[src/hdl/tafa_pkg.sv]
// Shared types, constants and angle tables for the tilt angle block.
`default_nettype none

package tafa_pkg;

  localparam int SAMPLE_BITS_DEF = 12;
  localparam int CFG_BITS        = 12;
  localparam int QUEUE_DEPTH     = 2;

  localparam logic [CFG_BITS-1:0] OFFSET_ZERO_RST = CFG_BITS'(1675 + 400);
  localparam logic [CFG_BITS-1:0] OFFSET_ONE_RST  = CFG_BITS'(1620 + 400);
  localparam logic [CFG_BITS-1:0] THRESHOLD_RST   = CFG_BITS'(2100);

  localparam int LIN_MUL   = 573;
  localparam int LIN_DIV   = 4000;
  localparam int CUB_MUL   = 57;
  localparam int CUB_DIV   = 384000000;
  localparam int SMALL_MIN = 4;
  localparam int TABLE_BASE = 250;
  localparam int TABLE_END  = 400;
  localparam int TABLE_LEN  = TABLE_END - TABLE_BASE + 1;

  localparam logic [7:0] ANGLE_MAX    = 8'd90;
  localparam logic [7:0] ANGLE_MIRROR = 8'd180;

  // Register index on the configuration port (byte address / 4).
  typedef enum logic [1:0] {
    REG_OFFSET_ZERO = 2'd0,
    REG_OFFSET_ONE  = 2'd1,
    REG_AXIS_SEL    = 2'd2,
    REG_THRESHOLD   = 2'd3
  } tafa_reg_e;

  // Which conversion range the magnitude falls into.
  typedef enum logic [1:0] {
    CLS_SMALL = 2'd0,
    CLS_TABLE = 2'd1,
    CLS_SAT   = 2'd2
  } tafa_cls_e;

  // One classified item between the front end and the back end.
  typedef struct packed {
    tafa_cls_e  cls;
    logic [7:0] idx;
    logic       neg;
    logic       mirror;
  } tafa_item_t;

  typedef logic [255:0][7:0] small_tab_t;
  typedef logic [TABLE_LEN-1:0][7:0] deg_tab_t;

  // Degree table for magnitudes 250 through 400; entry 0 is listed last.
  localparam deg_tab_t DEG_TAB = {
    8'd90,
    8'd86, 8'd84, 8'd83, 8'd82, 8'd81, 8'd80, 8'd79, 8'd79, 8'd78, 8'd77,
    8'd77, 8'd76, 8'd75, 8'd75, 8'd74, 8'd74, 8'd73, 8'd73, 8'd72, 8'd72,
    8'd71, 8'd71, 8'd70, 8'd70, 8'd70, 8'd69, 8'd69, 8'd68, 8'd68, 8'd68,
    8'd67, 8'd67, 8'd67, 8'd66, 8'd66, 8'd66, 8'd65, 8'd65, 8'd64, 8'd64,
    8'd64, 8'd64, 8'd63, 8'd63, 8'd63, 8'd62, 8'd62, 8'd62, 8'd61, 8'd61,
    8'd61, 8'd60, 8'd60, 8'd60, 8'd60, 8'd59, 8'd59, 8'd59, 8'd58, 8'd58,
    8'd58, 8'd58, 8'd57, 8'd57, 8'd57, 8'd57, 8'd56, 8'd56, 8'd56, 8'd56,
    8'd55, 8'd55, 8'd55, 8'd55, 8'd54, 8'd54, 8'd54, 8'd54, 8'd53, 8'd53,
    8'd53, 8'd53, 8'd52, 8'd52, 8'd52, 8'd52, 8'd51, 8'd51, 8'd51, 8'd51,
    8'd51, 8'd50, 8'd50, 8'd50, 8'd50, 8'd49, 8'd49, 8'd49, 8'd49, 8'd49,
    8'd48, 8'd48, 8'd48, 8'd48, 8'd48, 8'd47, 8'd47, 8'd47, 8'd47, 8'd46,
    8'd46, 8'd46, 8'd46, 8'd46, 8'd45, 8'd45, 8'd45, 8'd45, 8'd45, 8'd44,
    8'd44, 8'd44, 8'd44, 8'd44, 8'd43, 8'd43, 8'd43, 8'd43, 8'd43, 8'd42,
    8'd42, 8'd42, 8'd42, 8'd42, 8'd41, 8'd41, 8'd41, 8'd41, 8'd41, 8'd41,
    8'd40, 8'd40, 8'd40, 8'd40, 8'd40, 8'd39, 8'd39, 8'd39, 8'd39, 8'd39
  };

  // Linear-plus-cubic approximation, evaluated once at elaboration for every
  // magnitude below 256 so that the hardware only needs a lookup.
  function automatic small_tab_t build_small_tab();
    small_tab_t tab;
    longint     z;
    longint     lin;
    longint     cub;
    for (int m = 0; m < 256; m++) begin
      if (m <= SMALL_MIN) begin
        tab[m] = 8'd0;
      end else begin
        z   = longint'(m + 4);
        lin = (z * LIN_MUL) / LIN_DIV;
        cub = (CUB_MUL * z * z * z) / CUB_DIV;
        tab[m] = 8'(lin + cub);
      end
    end
    return tab;
  endfunction

  localparam small_tab_t SMALL_TAB = build_small_tab();

  function automatic logic [7:0] deg_angle(input logic [7:0] i);
    logic [7:0] a;
    if (i < 8'(TABLE_LEN)) begin
      a = DEG_TAB[i];
    end else begin
      a = ANGLE_MAX;
    end
    return a;
  endfunction

endpackage

`default_nettype wire

[src/hdl/tafa_front.sv]
// Front end: averages the axis samples, removes the offset and classifies.
`default_nettype none

module tafa_front
  import tafa_pkg::*;
#(
  parameter int SAMPLE_BITS = SAMPLE_BITS_DEF
) (
  input  wire logic                   clk,
  input  wire logic                   rst_n,
  input  wire logic                   start,
  output logic                        busy,
  input  wire logic [SAMPLE_BITS-1:0] in_sample_first,
  input  wire logic [SAMPLE_BITS-1:0] in_sample_second,
  input  wire logic [SAMPLE_BITS-1:0] in_sample_third,
  input  wire logic [SAMPLE_BITS-1:0] in_sample_fourth,
  input  wire logic [SAMPLE_BITS-1:0] in_vertical_sample,
  input  wire logic [CFG_BITS-1:0]    offset,
  input  wire logic [CFG_BITS-1:0]    threshold,
  input  wire logic                   q_full,
  output logic                        push,
  output tafa_item_t                  push_item
);

  localparam int DIFF_W = (SAMPLE_BITS > CFG_BITS) ? SAMPLE_BITS : CFG_BITS;
  localparam int SUM_W  = SAMPLE_BITS + 2;

  logic               f1_valid_r;
  logic [DIFF_W-1:0]  f1_avg_r;
  logic [DIFF_W-1:0]  f1_off_r;
  logic               f1_mirror_r;
  logic               f2_valid_r;
  tafa_item_t         f2_item_r;
  tafa_item_t         f2_item_nxt;

  logic               stall;
  logic               accept;
  logic [SUM_W-1:0]   sum;
  logic               mirror;
  logic               neg;
  logic [DIFF_W-1:0]  mag;

  assign stall  = f2_valid_r && q_full;
  assign busy   = f1_valid_r && stall;
  assign accept = start && !busy;

  assign sum = SUM_W'(in_sample_first) + SUM_W'(in_sample_second)
             + SUM_W'(in_sample_third) + SUM_W'(in_sample_fourth);
  assign mirror = DIFF_W'(in_vertical_sample) <= DIFF_W'(threshold);

  always_ff @(posedge clk) begin
    if (!rst_n) begin
      f1_valid_r <= 1'b0;
    end else if (!busy) begin
      f1_valid_r <= accept;
    end
  end

  always_ff @(posedge clk) begin
    if (accept) begin
      f1_avg_r    <= DIFF_W'(sum[SUM_W-1:2]);
      f1_off_r    <= DIFF_W'(offset);
      f1_mirror_r <= mirror;
    end
  end

  // Sign, magnitude and range of the difference.
  always_comb begin
    neg = f1_avg_r < f1_off_r;
    mag = neg ? (f1_off_r - f1_avg_r) : (f1_avg_r - f1_off_r);
    f2_item_nxt.neg    = neg;
    f2_item_nxt.mirror = f1_mirror_r;
    if (mag < DIFF_W'(TABLE_BASE)) begin
      f2_item_nxt.cls = CLS_SMALL;
      f2_item_nxt.idx = mag[7:0];
    end else if (mag < DIFF_W'(TABLE_END)) begin
      f2_item_nxt.cls = CLS_TABLE;
      f2_item_nxt.idx = 8'(mag - DIFF_W'(TABLE_BASE));
    end else begin
      f2_item_nxt.cls = CLS_SAT;
      f2_item_nxt.idx = 8'd0;
    end
  end

  always_ff @(posedge clk) begin
    if (!rst_n) begin
      f2_valid_r <= 1'b0;
    end else if (!stall) begin
      f2_valid_r <= f1_valid_r;
    end
  end

  always_ff @(posedge clk) begin
    if (!stall && f1_valid_r) begin
      f2_item_r <= f2_item_nxt;
    end
  end

  assign push      = f2_valid_r && !q_full;
  assign push_item = f2_item_r;

endmodule

`default_nettype wire

[src/hdl/tafa_queue.sv]
// Short first-in first-out queue of classified items.
`default_nettype none

module tafa_queue
  import tafa_pkg::*;
(
  input  wire logic        clk,
  input  wire logic        rst_n,
  input  wire logic        push,
  input  wire tafa_item_t  push_item,
  output logic             full,
  input  wire logic        pop,
  output logic             not_empty,
  output tafa_item_t       head
);

  // The depth must be a power of two so that the pointers wrap naturally.
  localparam int PTR_W = (QUEUE_DEPTH > 1) ? $clog2(QUEUE_DEPTH) : 1;
  localparam int CNT_W = $clog2(QUEUE_DEPTH + 1);

  tafa_item_t        mem_r [QUEUE_DEPTH];
  logic [PTR_W-1:0]  wr_ptr_r;
  logic [PTR_W-1:0]  rd_ptr_r;
  logic [CNT_W-1:0]  count_r;
  logic [CNT_W-1:0]  count_nxt;
  logic              do_pop;

  assign full      = count_r == CNT_W'(QUEUE_DEPTH);
  assign not_empty = count_r != '0;
  assign do_pop    = pop && not_empty;
  assign head      = mem_r[rd_ptr_r];

  always_comb begin
    count_nxt = count_r;
    if (push && !do_pop) begin
      count_nxt = count_r + CNT_W'(1);
    end else if (do_pop && !push) begin
      count_nxt = count_r - CNT_W'(1);
    end
  end

  always_ff @(posedge clk) begin
    if (!rst_n) begin
      wr_ptr_r <= '0;
      rd_ptr_r <= '0;
      count_r  <= '0;
    end else begin
      count_r <= count_nxt;
      if (push) begin
        wr_ptr_r <= wr_ptr_r + PTR_W'(1);
      end
      if (do_pop) begin
        rd_ptr_r <= rd_ptr_r + PTR_W'(1);
      end
    end
  end

  always_ff @(posedge clk) begin
    if (push) begin
      mem_r[wr_ptr_r] <= push_item;
    end
  end

endmodule

`default_nettype wire

[src/hdl/tafa_back.sv]
// Back end: angle lookup, mirroring, sign and decimal digits.
`default_nettype none

module tafa_back
  import tafa_pkg::*;
(
  input  wire logic        clk,
  input  wire logic        rst_n,
  input  wire logic        item_valid,
  input  wire tafa_item_t  item,
  output logic             out_valid,
  output logic [7:0]       out_angle_magnitude,
  output logic             out_is_negative,
  output logic signed [8:0] out_signed_angle,
  output logic [3:0]       out_ones_digit,
  output logic [4:0]       out_tens_digit
);

  logic        b1_valid_r;
  logic [7:0]  b1_ang_r;
  logic        b1_neg_r;
  logic [7:0]  ang_raw;
  logic [7:0]  ang_nxt;

  logic [15:0] tens_prod;
  logic [4:0]  tens;
  logic [7:0]  tens_x10;
  logic [3:0]  ones;
  logic [8:0]  sgn;

  always_comb begin
    unique case (item.cls)
      CLS_SMALL: ang_raw = SMALL_TAB[item.idx];
      CLS_TABLE: ang_raw = deg_angle(item.idx);
      CLS_SAT:   ang_raw = ANGLE_MAX;
      default:   ang_raw = 8'd0;
    endcase
    ang_nxt = item.mirror ? (ANGLE_MIRROR - ang_raw) : ang_raw;
  end

  always_ff @(posedge clk) begin
    if (!rst_n) begin
      b1_valid_r <= 1'b0;
    end else begin
      b1_valid_r <= item_valid;
    end
  end

  always_ff @(posedge clk) begin
    if (item_valid) begin
      b1_ang_r <= ang_nxt;
      b1_neg_r <= item.neg;
    end
  end

  // Division by ten as a multiply by 205/2048, exact for angles up to 180.
  always_comb begin
    tens_prod = 16'(b1_ang_r) * 16'd205;
    tens      = tens_prod[15:11];
    tens_x10  = 8'(tens) * 8'd10;
    ones      = 4'(b1_ang_r - tens_x10);
    sgn       = b1_neg_r ? (9'd0 - {1'b0, b1_ang_r}) : {1'b0, b1_ang_r};
  end

  always_ff @(posedge clk) begin
    if (!rst_n) begin
      out_valid <= 1'b0;
    end else begin
      out_valid <= b1_valid_r;
    end
  end

  always_ff @(posedge clk) begin
    if (b1_valid_r) begin
      out_angle_magnitude <= b1_ang_r;
      out_is_negative     <= b1_neg_r;
      out_signed_angle    <= $signed(sgn);
      out_ones_digit      <= ones;
      out_tens_digit      <= tens;
    end
  end

endmodule

`default_nettype wire

[src/hdl/tilt_angle_from_accel_samples.sv]
// Top level of the tilt angle block: configuration registers and the three stages.
`default_nettype none

// Takes one sample set per clock: a beat is accepted when start is high and
// busy is low, and its result is shown on the out_ ports for one cycle with
// out_valid high. The receiver cannot stall, and the back end drains the
// two-entry queue every cycle, so busy only rises if that queue were to fill;
// in steady operation it stays low and results leave in the order the beats
// came in. Each beat passes through two front-end stages (averaging, then
// offset removal and range check), one queue slot, and two back-end stages
// (angle lookup with mirroring, then sign and decimal digits). Registers sit
// at byte addresses 0, 4, 8 and 12 and must only be written while no beat is
// in flight.
module tilt_angle_from_accel_samples
  import tafa_pkg::*;
#(
  parameter int SAMPLE_BITS = SAMPLE_BITS_DEF
) (
  input  wire logic                   clk,
  input  wire logic                   rst_n,
  input  wire logic                   psel,
  input  wire logic                   penable,
  input  wire logic                   pwrite,
  input  wire logic [3:0]             paddr,
  input  wire logic [31:0]            pwdata,
  output logic [31:0]                 prdata,
  output logic                        pready,
  input  wire logic                   start,
  output logic                        busy,
  input  wire logic [SAMPLE_BITS-1:0] in_sample_first,
  input  wire logic [SAMPLE_BITS-1:0] in_sample_second,
  input  wire logic [SAMPLE_BITS-1:0] in_sample_third,
  input  wire logic [SAMPLE_BITS-1:0] in_sample_fourth,
  input  wire logic [SAMPLE_BITS-1:0] in_vertical_sample,
  output logic                        out_valid,
  output logic [7:0]                  out_angle_magnitude,
  output logic                        out_is_negative,
  output logic signed [8:0]           out_signed_angle,
  output logic [3:0]                  out_ones_digit,
  output logic [4:0]                  out_tens_digit
);

  logic [CFG_BITS-1:0] offset_zero_r;
  logic [CFG_BITS-1:0] offset_one_r;
  logic                axis_sel_r;
  logic [CFG_BITS-1:0] threshold_r;

  logic                cfg_write;
  tafa_reg_e           cfg_reg;
  logic [CFG_BITS-1:0] offset_sel;

  logic                q_full;
  logic                q_push;
  tafa_item_t          q_push_item;
  logic                q_not_empty;
  tafa_item_t          q_head;

  assign pready    = 1'b1;
  assign cfg_write = psel && penable && pwrite && pready;
  assign cfg_reg   = tafa_reg_e'(paddr[3:2]);

  always_ff @(posedge clk) begin
    if (!rst_n) begin
      offset_zero_r <= OFFSET_ZERO_RST;
      offset_one_r  <= OFFSET_ONE_RST;
      axis_sel_r    <= 1'b0;
      threshold_r   <= THRESHOLD_RST;
    end else if (cfg_write) begin
      unique case (cfg_reg)
        REG_OFFSET_ZERO: offset_zero_r <= pwdata[CFG_BITS-1:0];
        REG_OFFSET_ONE:  offset_one_r  <= pwdata[CFG_BITS-1:0];
        REG_AXIS_SEL:    axis_sel_r    <= pwdata[0];
        REG_THRESHOLD:   threshold_r   <= pwdata[CFG_BITS-1:0];
        default: ;
      endcase
    end
  end

  always_comb begin
    unique case (cfg_reg)
      REG_OFFSET_ZERO: prdata = 32'(offset_zero_r);
      REG_OFFSET_ONE:  prdata = 32'(offset_one_r);
      REG_AXIS_SEL:    prdata = 32'(axis_sel_r);
      REG_THRESHOLD:   prdata = 32'(threshold_r);
      default:         prdata = 32'd0;
    endcase
  end

  assign offset_sel = axis_sel_r ? offset_one_r : offset_zero_r;

  tafa_front #(
    .SAMPLE_BITS(SAMPLE_BITS)
  ) u_front (
    .clk               (clk),
    .rst_n             (rst_n),
    .start             (start),
    .busy              (busy),
    .in_sample_first   (in_sample_first),
    .in_sample_second  (in_sample_second),
    .in_sample_third   (in_sample_third),
    .in_sample_fourth  (in_sample_fourth),
    .in_vertical_sample(in_vertical_sample),
    .offset            (offset_sel),
    .threshold         (threshold_r),
    .q_full            (q_full),
    .push              (q_push),
    .push_item         (q_push_item)
  );

  tafa_queue u_queue (
    .clk      (clk),
    .rst_n    (rst_n),
    .push     (q_push),
    .push_item(q_push_item),
    .full     (q_full),
    .pop      (1'b1),
    .not_empty(q_not_empty),
    .head     (q_head)
  );

  tafa_back u_back (
    .clk                (clk),
    .rst_n              (rst_n),
    .item_valid         (q_not_empty),
    .item               (q_head),
    .out_valid          (out_valid),
    .out_angle_magnitude(out_angle_magnitude),
    .out_is_negative    (out_is_negative),
    .out_signed_angle   (out_signed_angle),
    .out_ones_digit     (out_ones_digit),
    .out_tens_digit     (out_tens_digit)
  );

endmodule

`default_nettype wire
[config.mk]
export PLATFORM = sky130hd
export DESIGN_NAME = tilt_angle_from_accel_samples
export DESIGN_NICKNAME = d
export VERILOG_FILES = /design/src/hdl/tafa_pkg.sv /design/src/hdl/tafa_front.sv /design/src/hdl/tafa_queue.sv /design/src/hdl/tafa_back.sv /design/src/hdl/tilt_angle_from_accel_samples.sv
export SDC_FILE = /design/constraint.sdc
export NUM_CORES = 1
export LEC_CHECK = 0
export BUFFER_PORTS_ARGS = -buffer_cell sky130_fd_sc_hd__buf_2
export CORE_ASPECT_RATIO = 0.6
export CORE_MARGIN = 4
export CORE_UTILIZATION = 50
export DETAILED_ROUTE_END_ITERATION = 6
export PLACE_DENSITY = 0.71
export REMOVE_ABC_BUFFERS = 1
export SETUP_SLACK_MARGIN = 0.3
export SYNTH_ARGS = -nofsm -noshare
export SYNTH_HDL_FRONTEND = slang
export SYNTH_SLANG_ARGS = --single-unit
[constraint.sdc]
create_clock -name clk -period 8.6 [get_ports clk]
set_input_delay 1.29 -clock clk [delete_from_list [all_inputs] [get_ports clk]]
set_output_delay 1.29 -clock clk [all_outputs]
set_load 0.02 [all_outputs]
==> flow_metrics.tcl, run 1 <==
set metrics [dict create \
    busiest_layer "met2" \
    cp_slowest_cell "edfxtp_1" \
    synth_cell_types 77 \
    worstPathArrival_ps 5250 \
    die_area_sq_mm 0.0250 \
    cts_resized 0 \
    grt_pass1_vias 8226 \
    synthMuxAreaShare_pct 6.03 \
    ant_nets 0 \
    routed_wl_mm 25.1 \
    wire_per_inst_um 15.8 \
    yosysMostFrequentCell "inv_1" \
    drt_pass1_iterations 5 \
    ios 164 \
    synth_seq_cells 141 \
    diodes 0 \
    end_kind "flop" \
    skew_ps 11.4 \
    clkTransAtPathRegs_ps 60 \
    synth_edf_count 95 \
    drt-initial-drc-count 639 \
    port_buffers 120 \
    drc_errors 0 \
    cp-start-kind "flop" \
    tightestPinTransition_ps 1090 \
    yosys-top-cells-area "edfxtp_1, ha_1, dfxtp_1, fa_1, inv_1" \
    setup_viol 0 \
    use_met3_pct 3.54 \
    yosysWarnings 0 \
    avgSynthCellArea_sq_um 9.37 \
    postCtsHoldBufs 0 \
    antenna_found_initial 0 \
    synth_ff_type "edfxtp_1" \
    crit_chain "inv_1, ha_1, xor2_1, ha_1, fa_1, inv_1, fa_1, inv_1, ha_1, nand2_1, o21ai_0, a21oi_1, nor2b_1, nor2_1, xnor2_1, fa_1, xor2_1, xnor2_1, xnor2_1" \
    syn_inst 1199 \
    criticalPathCategory "flop to flop" \
    cp_slowest_stage_delay_ps 530 \
    cts_buffers 17 \
    n_fill_cell 1964 \
    nets 1540 \
    grt_max_degree 47 \
    hold_viol 0 \
    power_density_mw_per_mm2 425 \
    timing.fmax_ghz 0.196 \
    seq_area_sq_mm 0.00377 \
    postCtsSetupRepairBufs 0 \
    rsz0062_at_grt "false" \
    use_met2_pct 31.1 \
    period_share_pct 59.3 \
    synth_area_sq_mm 0.0112 \
    yosys.area.top_type_share_pct 25.4 \
    grt_util_all_layers_pct 19.9 \
    cts_tree "built" \
    finalSetupTns_ps 0 \
    worst-path-max-fanout 5 \
    grt_first_pass_wirelength_mm 40.9 \
    grt.met1_usage_pct 28.9 \
    yosys-top-cells-count "inv_1, nand2_1, ha_1, edfxtp_1, a21oi_1" \
    synthArstFlopShare_pct 0 \
    overflow 0 \
    status "finished clean" \
    hold_path_class "flop to flop" \
    vias 8973 \
    chipWidth_um 202 \
    place_congestion 0.928 \
    required_ps 8750 \
    max-slew-margin-rel_pct 27.4 \
    yosysSeqAreaShare_pct 33.6 \
    drv_slew 0 \
    clk_latency_ps 420 \
    clock_path_buffers 2 \
    floorplan.initialDensity_pct 50.9 \
    cellLeakagePower_nw 5.52 \
    cts-root-buf "clkbuf_16" \
    synth_xor_area_share_pct 4.13 \
    synth_top_family_by_area "adder cells" \
    synthAdderAreaFrac_pct 18.3 \
    core_area_sq_mm 0.0221 \
    period_needed_ps 5100 \
    cap_violations 0 \
    htree_levels 4 \
    area_growth_pct 11.5 \
    synth-simple-area-share_pct 12.4 \
    cts_sinks 141 \
    num_rows 42 \
    routed_via_density 5.65 \
    multiInputGateArea_sq_mm 0.00666 \
    dp_hpwl_mm 18.8 \
    drive_gt1_share_pct 15.1 \
    synth_top_cell_by_area "edfxtp_1" \
    synth_compound_area_share_pct 17.6 \
    post-route-util_pct 56.7 \
    die_height_um 124 \
    irDropWorstVdd_mv 0.314 \
]
==> flip-flops by register name (all words and copies together), names as in the netlist, 2 cells and up, named ones only <==
| signal | flops |
|---|---|
| offset_one_r | 12 |
| offset_zero_r | 12 |
| threshold_r | 12 |
| u_back.b1_ang_r | 8 |
| u_back.out_angle_magnitude | 7 |
| u_back.out_ones_digit | 4 |
| u_back.out_signed_angle | 8 |
| u_back.out_tens_digit | 5 |
| u_front.f1_avg_r | 12 |
| u_front.f1_off_r | 12 |
| u_front.push_item | 12 |
| u_queue.count_r | 2 |
| u_queue.mem_r | 24 |
==> layout make-up <==
type	instances	share of cell area, %
timing repair buffer	128	5.27
clock buffer	22	3.80
tap	286	2.86
inverter	131	3.93
clock inverter	10	0.829
sequential	141	30.1
multi-input combinational	871	53.2
==> worst paths after layout <==
kind / from / end / slack, ps / cells after the start
worst max register to register: u_back.b1_ang_r[2] / u_back.out_ones_digit[3] / 3500 / 19
worst min-delay path: u_front.push_item[4] / u_queue.mem_r[1][4] / 440 / 0
worst max-delay path: u_back.b1_ang_r[2] / u_back.out_ones_digit[3] / 3500 / 19
worst min register to register: u_front.push_item[4] / u_queue.mem_r[1][4] / 440 / 0
==> stage by stage <==
step | hold WS [ps] | instance area (sq um) | setup WS (ps) | instances | power [mW]
CTS | 438 | 12500 | 3480 | 1589 | 5.35
global placement | 413 | 11900 | 3440 | 1557 | 4.46
detailed placement | 431 | 11900 | 3330 | 1557 | 4.57
global route | 451 | 12500 | 3180 | 1589 | 5.84
finish | 443 | 12500 | 3500 | 1589 | 5.32
floorplan | 400 | 10900 | 3880 | 1143 | 3.77
==> report_power, final <==
group | switching (mW) | total (mW) | leakage (nW) | internal (mW)
logic | 1.98 | 3.42 | 3.97 | 1.44
clock network | 0.286 | 0.714 | 0.285 | 0.427
registers | 0.120 | 1.19 | 1.26 | 1.07
==> cell families (layout without fill, tap and decap cells) <==
group / Yosys count / in the layout
compound gates: 291 / 291
xor+xnor: 53 / 53
fa+ha+maj: 149 / 149
buf+inv: 206 / 291
flops: 141 / 141
mux: 60 / 60
other cells: 2 / 21
simple gates: 297 / 297
==> worst max-delay path: cells and delay by family, from the launching register on <==
kind                       cells  cell delay (ps)
adders and majority gates      6             2460
DFF                            1              530
xor gates and xnor gates       5              850
and+or+nand+nor                3              230
AOI/OAI and AO/OA              2              440
buffers and inverters          3              320
==> per-layer routing <==
metal | up-vias | share of wire (%) | wire length, um
met2 | 271 | 45 | 11200
met3 | 31 | 5.3 | 1340
met1 | 4269 | 49 | 12200
met4 | 0 | 1.1 | 276
met5 | - | 0 | 0
li1 | 4402 | - | -
==> placed cells by master, fill, tap and decap left out, types with 15 or more instances in the layout <==
master / netlist / layout
xor2_1: 20 / 20
nor2_1: 50 / 50
inv_1: 130 / 130
nand2_1: 125 / 125
a21oi_1: 62 / 62
xnor2_1: 33 / 33
edfxtp_1: 95 / 95
dfxtp_1: 46 / 46
ha_1: 122 / 122
a21boi_0: 26 / 26
mux2i_1: 34 / 33
nand3_1: 33 / 33
buf_2: 4 / 120
mux2_2: 21 / 21
o21ai_0: 50 / 50
clkbuf_16: 0 / 18
conb_1: 2 / 21
a211oi_1: 16 / 16
a21o_1: 19 / 19
fa_1: 26 / 26
o22ai_1: 15 / 15
nor3_1: 16 / 16
Note: power is estimated with default switching activity, not from simulation.
==> run 2: changes to the inputs <==
--- a/config.mk
+++ b/config.mk
@@ -5,12 +5,13 @@
 export SDC_FILE = /design/constraint.sdc
 export NUM_CORES = 1
 export LEC_CHECK = 0
+export ABC_AREA = 1
 export BUFFER_PORTS_ARGS = -buffer_cell sky130_fd_sc_hd__buf_2
 export CORE_ASPECT_RATIO = 0.6
 export CORE_MARGIN = 4
 export CORE_UTILIZATION = 50
 export DETAILED_ROUTE_END_ITERATION = 6
-export PLACE_DENSITY = 0.71
+export PLACE_DENSITY = 0.74
 export REMOVE_ABC_BUFFERS = 1
 export SETUP_SLACK_MARGIN = 0.3
 export SYNTH_ARGS = -nofsm -noshare
==> constraint.sdc (replaced) <==
create_clock -name clk -period 4.48 [get_ports clk]
set_input_delay 0.672 -clock clk [delete_from_list [all_inputs] [get_ports clk]]
set_output_delay 0.672 -clock clk [all_outputs]
set_load 0.02 [all_outputs]
==> flow_metrics.tcl, run 2 <==
set metrics [dict create \
    synth_edf_count 95 \
    dpl_cell_area_sq_mm 0.0121 \
    drive_gt1_share_pct 18.1 \
    status "complete, but fails checks" \
    drv_slew 0 \
    criticalPathCategory "flop to flop" \
    yosysMostFrequentCell "nand2_1" \
    synthArstFlopShare_pct 0 \
    cap_violations 0 \
    die_height_um 124 \
    clk_latency_ps 430 \
    final_common_cell "nand2_1" \
    grt_pass1_vias 8974 \
    synth_ff_type "edfxtp_1" \
    rsz0062_at_grt "true" \
    synth_area_sq_mm 0.0112 \
    place_congestion 0.972 \
    drt-initial-drc-count 1033 \
    timing.fmax_ghz 0.217 \
    drc_errors 0 \
    worstPathArrival_ps 4790 \
    postCtsHoldBufs 0 \
    chipWidth_um 202 \
    dp_hpwl_mm 21.6 \
    finalSetupTns_ps -133 \
    top_register "u_queue.mem_r" \
    cts-root-buf "clkbuf_16" \
    fin_ws_ps -133 \
    nets 1764 \
    r2r_slack_ps -130 \
    largest_register_ffs 24 \
    critPathLaunch "u_back.b1_ang_r[6]" \
    worst-path-max-fanout 3 \
    grt_first_pass_wirelength_mm 44.5 \
    synth_top_cell_by_area "edfxtp_1" \
    yosysWarnings 0 \
    post-route-util_pct 58.0 \
    clock_path_buffers 2 \
    hold_start "u_front.f1_mirror_r" \
    grt_util_all_layers_pct 21.9 \
    cts_buffers 17 \
    floorplan.initialDensity_pct 50.9 \
    layout_common_cells "nand2_1, inv_1, buf_2" \
    ant_nets 0 \
    hold_viol 0 \
    port_buffers 120 \
    yosys-top-cells-count "nand2_1, inv_1, ha_1, edfxtp_1, nand3_1" \
    cts_tree "built" \
    tightestPinTransition_ps 1170 \
    period_needed_ps 4610 \
    stdcell_count 1813 \
    synth_cell_types 52 \
    clkTransAtPathRegs_ps 60 \
    routed_wl_mm 27.5 \
    min_path_cells 0 \
    die_area_sq_mm 0.0250 \
    dp_cells 1777 \
    synth_seq_cells 141 \
    vias 9571 \
    hold_path_class "flop to flop" \
    yosys-top-cells-area "edfxtp_1, ha_1, nand2_1, dfxtp_1, inv_1" \
    antenna_found_initial 1 \
    htree_levels 4 \
    syn_inst 1382 \
    grt_max_degree 44 \
    area_growth_pct 14.0 \
    skew_ps 9.96 \
    max-slew-margin-rel_pct 21.6 \
    yosysSeqAreaShare_pct 33.6 \
    routed_via_density 5.28 \
    reg2reg_from "u_back.b1_ang_r[6]" \
    fin_area_sq_mm 0.0128 \
    wire_per_inst_um 15.1 \
    reg2reg_depth 20 \
    ios 164 \
    violations "negative setup slack" \
    drt_pass1_iterations 6 \
    cp-start-kind "flop" \
    overflow 0 \
    yosys.area.top_type_share_pct 25.4 \
    whs_endpoint "u_front.push_item[0]" \
    avgSynthCellArea_sq_um 8.13 \
    r2r-end "u_back.out_ones_digit[3]" \
    required_ps 4660 \
    period_share_pct 103 \
    end_kind "flop" \
    cts_sinks 141 \
    core_area_sq_mm 0.0221 \
    num_rows 42 \
    setup_viol 1 \
    diodes 0 \
]
[run 2: changes by cell type in the layout (fill, tap and decap cells not counted), sizes merged, moves of 22 or more]
cell / before / now
a21boi: 26 / 1
a21oi: 63 / 90
buf: 128 / 152
inv: 134 / 235
mux2: 22 / 0
mux2i: 34 / 0
nand2: 125 / 332
nand3: 33 / 93
nor2: 50 / 76
o21ai: 51 / 81
xor2: 20 / 45
[run 2: final cells by class]
class	count	area, sq um
fillers	1997	9260
multi-input cells	975	6400
flip-flops and latches	141	3770
inverters	227	860
repair buffers	152	852
clock buffers	20	468
well taps	286	358
clock inverters	12	97.6
[run 2: per-stage QoR]
stage | hold WS (ps) | setup slack, ps
2_1_floorplan | 400 | -171
3_3_place_gp | 421 | -254
3_5_place_dp | 437 | -444
4_1_cts | 440 | -214
5_1_grt | 443 | -338
6_report | 436 | -133
[run 2: cells by family after synthesis]
logic type	count (synthesis)	synth area share [%]
AND/OR/NAND/NOR	525	20.8
other	2	0.0668
flip-flops	141	33.6
AO/OA/AOI/OAI	223	11.6
XOR/XNOR	58	4.52
adder cells (fa/ha/maj)	148	18.2
buffers and inverters	285	11.2
[run 2: per-layer routing]
layer,track usage (%),share of wire (%),vias to the layer above
li1,-,-,4748
met1,33.9,51,4424
met2,31.5,40,379
met3,5.00,8.4,18
met4,3.67,0.58,2
met5,0,0.047,-
[run 2: worst max-delay path by stage]
stage / endpoint / slack, ps / cells after the start
2_1_floorplan: u_back.out_ones_digit[3] / -170 / 20
3_3_place_gp: u_back.out_ones_digit[3] / -250 / 21
3_5_place_dp: u_back.out_ones_digit[3] / -440 / 21
4_1_cts: u_back.out_ones_digit[3] / -210 / 21
5_1_grt: u_back.out_ones_digit[3] / -340 / 21
6_report: u_back.out_ones_digit[3] / -130 / 20
[run 2: what timing repair did]
item                                    in CTS  in global routing
resized for setup                           24                  3
pin swaps                                   18                  7
cloned                                       0                  0
buffers inserted                             2                  2
endpoints found under the setup margin       4                  4
[run 2: worst max-delay path, cell delays in order (launching register included)]
cell and delay [ps]:
edfxtp_1 370, inv_1 90, buf_4 160, ha_4 260, inv_1 50, fa_1 530
inv_1 50, fa_1 480, ha_1 300, ha_1 290, nand2_1 80, nor2_1 50
a211oi_1 180, nand2_1 140, xor2_2 190, ha_2 190, fa_2 370, xnor2_2 150
xor2_1 210, xor2_1 180, inv_1 70
Power of run 2 is not shown: default switching activity piles up to over one toggle a cycle in this logic, so the estimate is an artifact.
==> run 3: changes to the inputs <==
--- a/config.mk
+++ b/config.mk
@@ -11,7 +11,7 @@
 export CORE_MARGIN = 4
 export CORE_UTILIZATION = 50
 export DETAILED_ROUTE_END_ITERATION = 6
-export PLACE_DENSITY = 0.74
+export PLACE_DENSITY = 0.71
 export REMOVE_ABC_BUFFERS = 1
 export SETUP_SLACK_MARGIN = 0.3
 export SYNTH_ARGS = -nofsm -noshare
==> constraint.sdc (replaced) <==
create_clock -name clk -period 5.69 [get_ports clk]
set_input_delay 0.8535 -clock clk [delete_from_list [all_inputs] [get_ports clk]]
set_output_delay 0.8535 -clock clk [all_outputs]
set_load 0.02 [all_outputs]
==> flow_metrics.tcl, run 3 (synthesis gave the netlist of run 2 again) <==
set metrics [dict create \
    status "finished clean" \
    clock_path_buffers 2 \
    finalSetupTns_ps 0 \
    hold_viol 0 \
    drt-met1-wl_mm 13.8 \
    grt_util_all_layers_pct 21.7 \
    cts_buffers 17 \
    worstPathArrival_ps 5270 \
    cts_tree "built" \
    grt_pass1_vias 8744 \
    drive_gt1_share_pct 15.2 \
    routed_wl_mm 26.8 \
    vias 9435 \
    r2r_slack_ps 610 \
    r2r-end "u_back.out_ones_digit[3]" \
    required_ps 5890 \
    top_register "u_queue.mem_r" \
    dp_hpwl_mm 21.3 \
    cellLeakagePower_nw 6.20 \
    crit_chain "inv_1, ha_1, xor2_1, ha_1, fa_1, inv_1, fa_1, inv_1, ha_1, a21oi_1, nor2_1, a211oi_1, nand2_1, xor2_1, ha_1, fa_1, xnor2_1, xor2_1, xor2_1, inv_1" \
    nets 1736 \
    grt_first_pass_wirelength_mm 43.8 \
    whs_endpoint "u_front.push_item[0]" \
    hold_path_class "flop to flop" \
    worst-path-max-fanout 6 \
    drv_slew 0 \
    die_height_um 124 \
    timing.fmax_ghz 0.197 \
    htree_levels 4 \
    tightestPinTransition_ps 1250 \
    routed_via_density 5.29 \
    drt_pass1_iterations 6 \
    grt_max_degree 44 \
    drc_errors 0 \
    period_needed_ps 5080 \
    top_layer "met4" \
    drt-initial-drc-count 919 \
    dpl_cell_area_sq_mm 0.0119 \
    chipWidth_um 202 \
    area_growth_pct 11.2 \
    cts_sinks 141 \
    port_buffers 120 \
    overflow 0 \
    criticalPathCategory "flop to flop" \
    min_path_cells 0 \
    fin_area_sq_mm 0.0125 \
    reg2reg_depth 20 \
    post-route-util_pct 56.6 \
    cts-root-buf "clkbuf_16" \
    hold_start "u_front.f1_mirror_r" \
    postCtsHoldBufs 0 \
    clkTransAtPathRegs_ps 70 \
    postCtsSetupRepairBufs 0 \
    irDropWorstVdd_mv 1.15 \
    cp-start-kind "flop" \
    antenna_found_initial 0 \
    cp_slowest_stage_delay_ps 530 \
    power_density_mw_per_mm2 700 \
    num_rows 42 \
    dr_wl_met3_mm 2.68 \
    wire_per_inst_um 15.0 \
    cts_resized 0 \
    wl_met2_mm 10.2 \
    ios 164 \
    largest_register_ffs 24 \
    end_kind "flop" \
    cp_slowest_cell "fa_1" \
    max-slew-margin-rel_pct 16.2 \
    reg2reg_from "u_back.b1_ang_r[2]" \
    core_area_sq_mm 0.0221 \
    place_congestion 0.973 \
    floorplan.initialDensity_pct 50.9 \
    rsz0062_at_grt "false" \
    layout_common_cells "nand2_1, inv_1, ha_1" \
    diodes 0 \
    final_common_cell "nand2_1" \
    skew_ps 13.8 \
    setup_viol 0 \
    clk_latency_ps 430 \
    ant_nets 0 \
    period_share_pct 89.2 \
    die_area_sq_mm 0.0250 \
    cap_violations 0 \
]
==> run 3: where the power goes <==
part / internal (mW) / total, mW / switching, mW
clock network: 0.628 / 1.13 / 0.498
registers: 1.66 / 1.81 / 0.158
logic: 2.14 / 5.81 / 3.67
total: 4.43 / 8.75 / 4.33
==> run 3: area by class of cell <==
type	instances	area, sq um
inverters	227	860
flip-flops and latches	141	3770
multi-input cells	975	6270
clock inverters	15	178
fillers	2008	9570
well taps	286	358
clock buffers	17	425
repair buffers	124	631
==> run 3: metrics by stage <==
step	setup slack, ps	hold WS [ps]	instances	power (mW)
2_1_floorplan	1040	400	1343	6.17
3_5_place_dp	644	433	1753	7.58
5_1_grt	357	458	1785	9.68
3_3_place_gp	676	427	1753	7.43
4_1_cts	613	444	1785	8.75
6_report	613	445	1785	8.75
==> run 3: worst max path at each step <==
stage / start / endpoint / slack (ps) / depth (start not counted)
detailed placement: u_back.b1_ang_r[2] / u_back.out_ones_digit[3] / 640 / 20
finish: u_back.b1_ang_r[2] / u_back.out_ones_digit[3] / 610 / 20
floorplan: u_back.b1_ang_r[2] / u_back.out_ones_digit[3] / 1040 / 20
global placement: u_back.b1_ang_r[2] / u_back.out_ones_digit[3] / 680 / 20
global route: u_back.b1_ang_r[2] / u_back.out_ones_digit[3] / 360 / 20
CTS: u_back.b1_ang_r[2] / u_back.out_ones_digit[3] / 610 / 20
==> run 3: critical path: cells and delay by family (launching register included) <==
kind | cells | cell delay, ps
compound gates | 2 | 320
xor+xnor | 5 | 920
fa+ha+maj | 7 | 2590
buf+inv | 4 | 300
flops | 1 | 520
simple gates | 2 | 160
==> run 3: layer usage <==
| metal | vias up | track usage [%] |
|---|---|---|
| li1 | 4691 | - |
| met3 | 17 | 4.45 |
| met4 | 0 | 3.88 |
| met5 | - | 0 |
| met1 | 4330 | 35.0 |
| met2 | 397 | 29.7 |
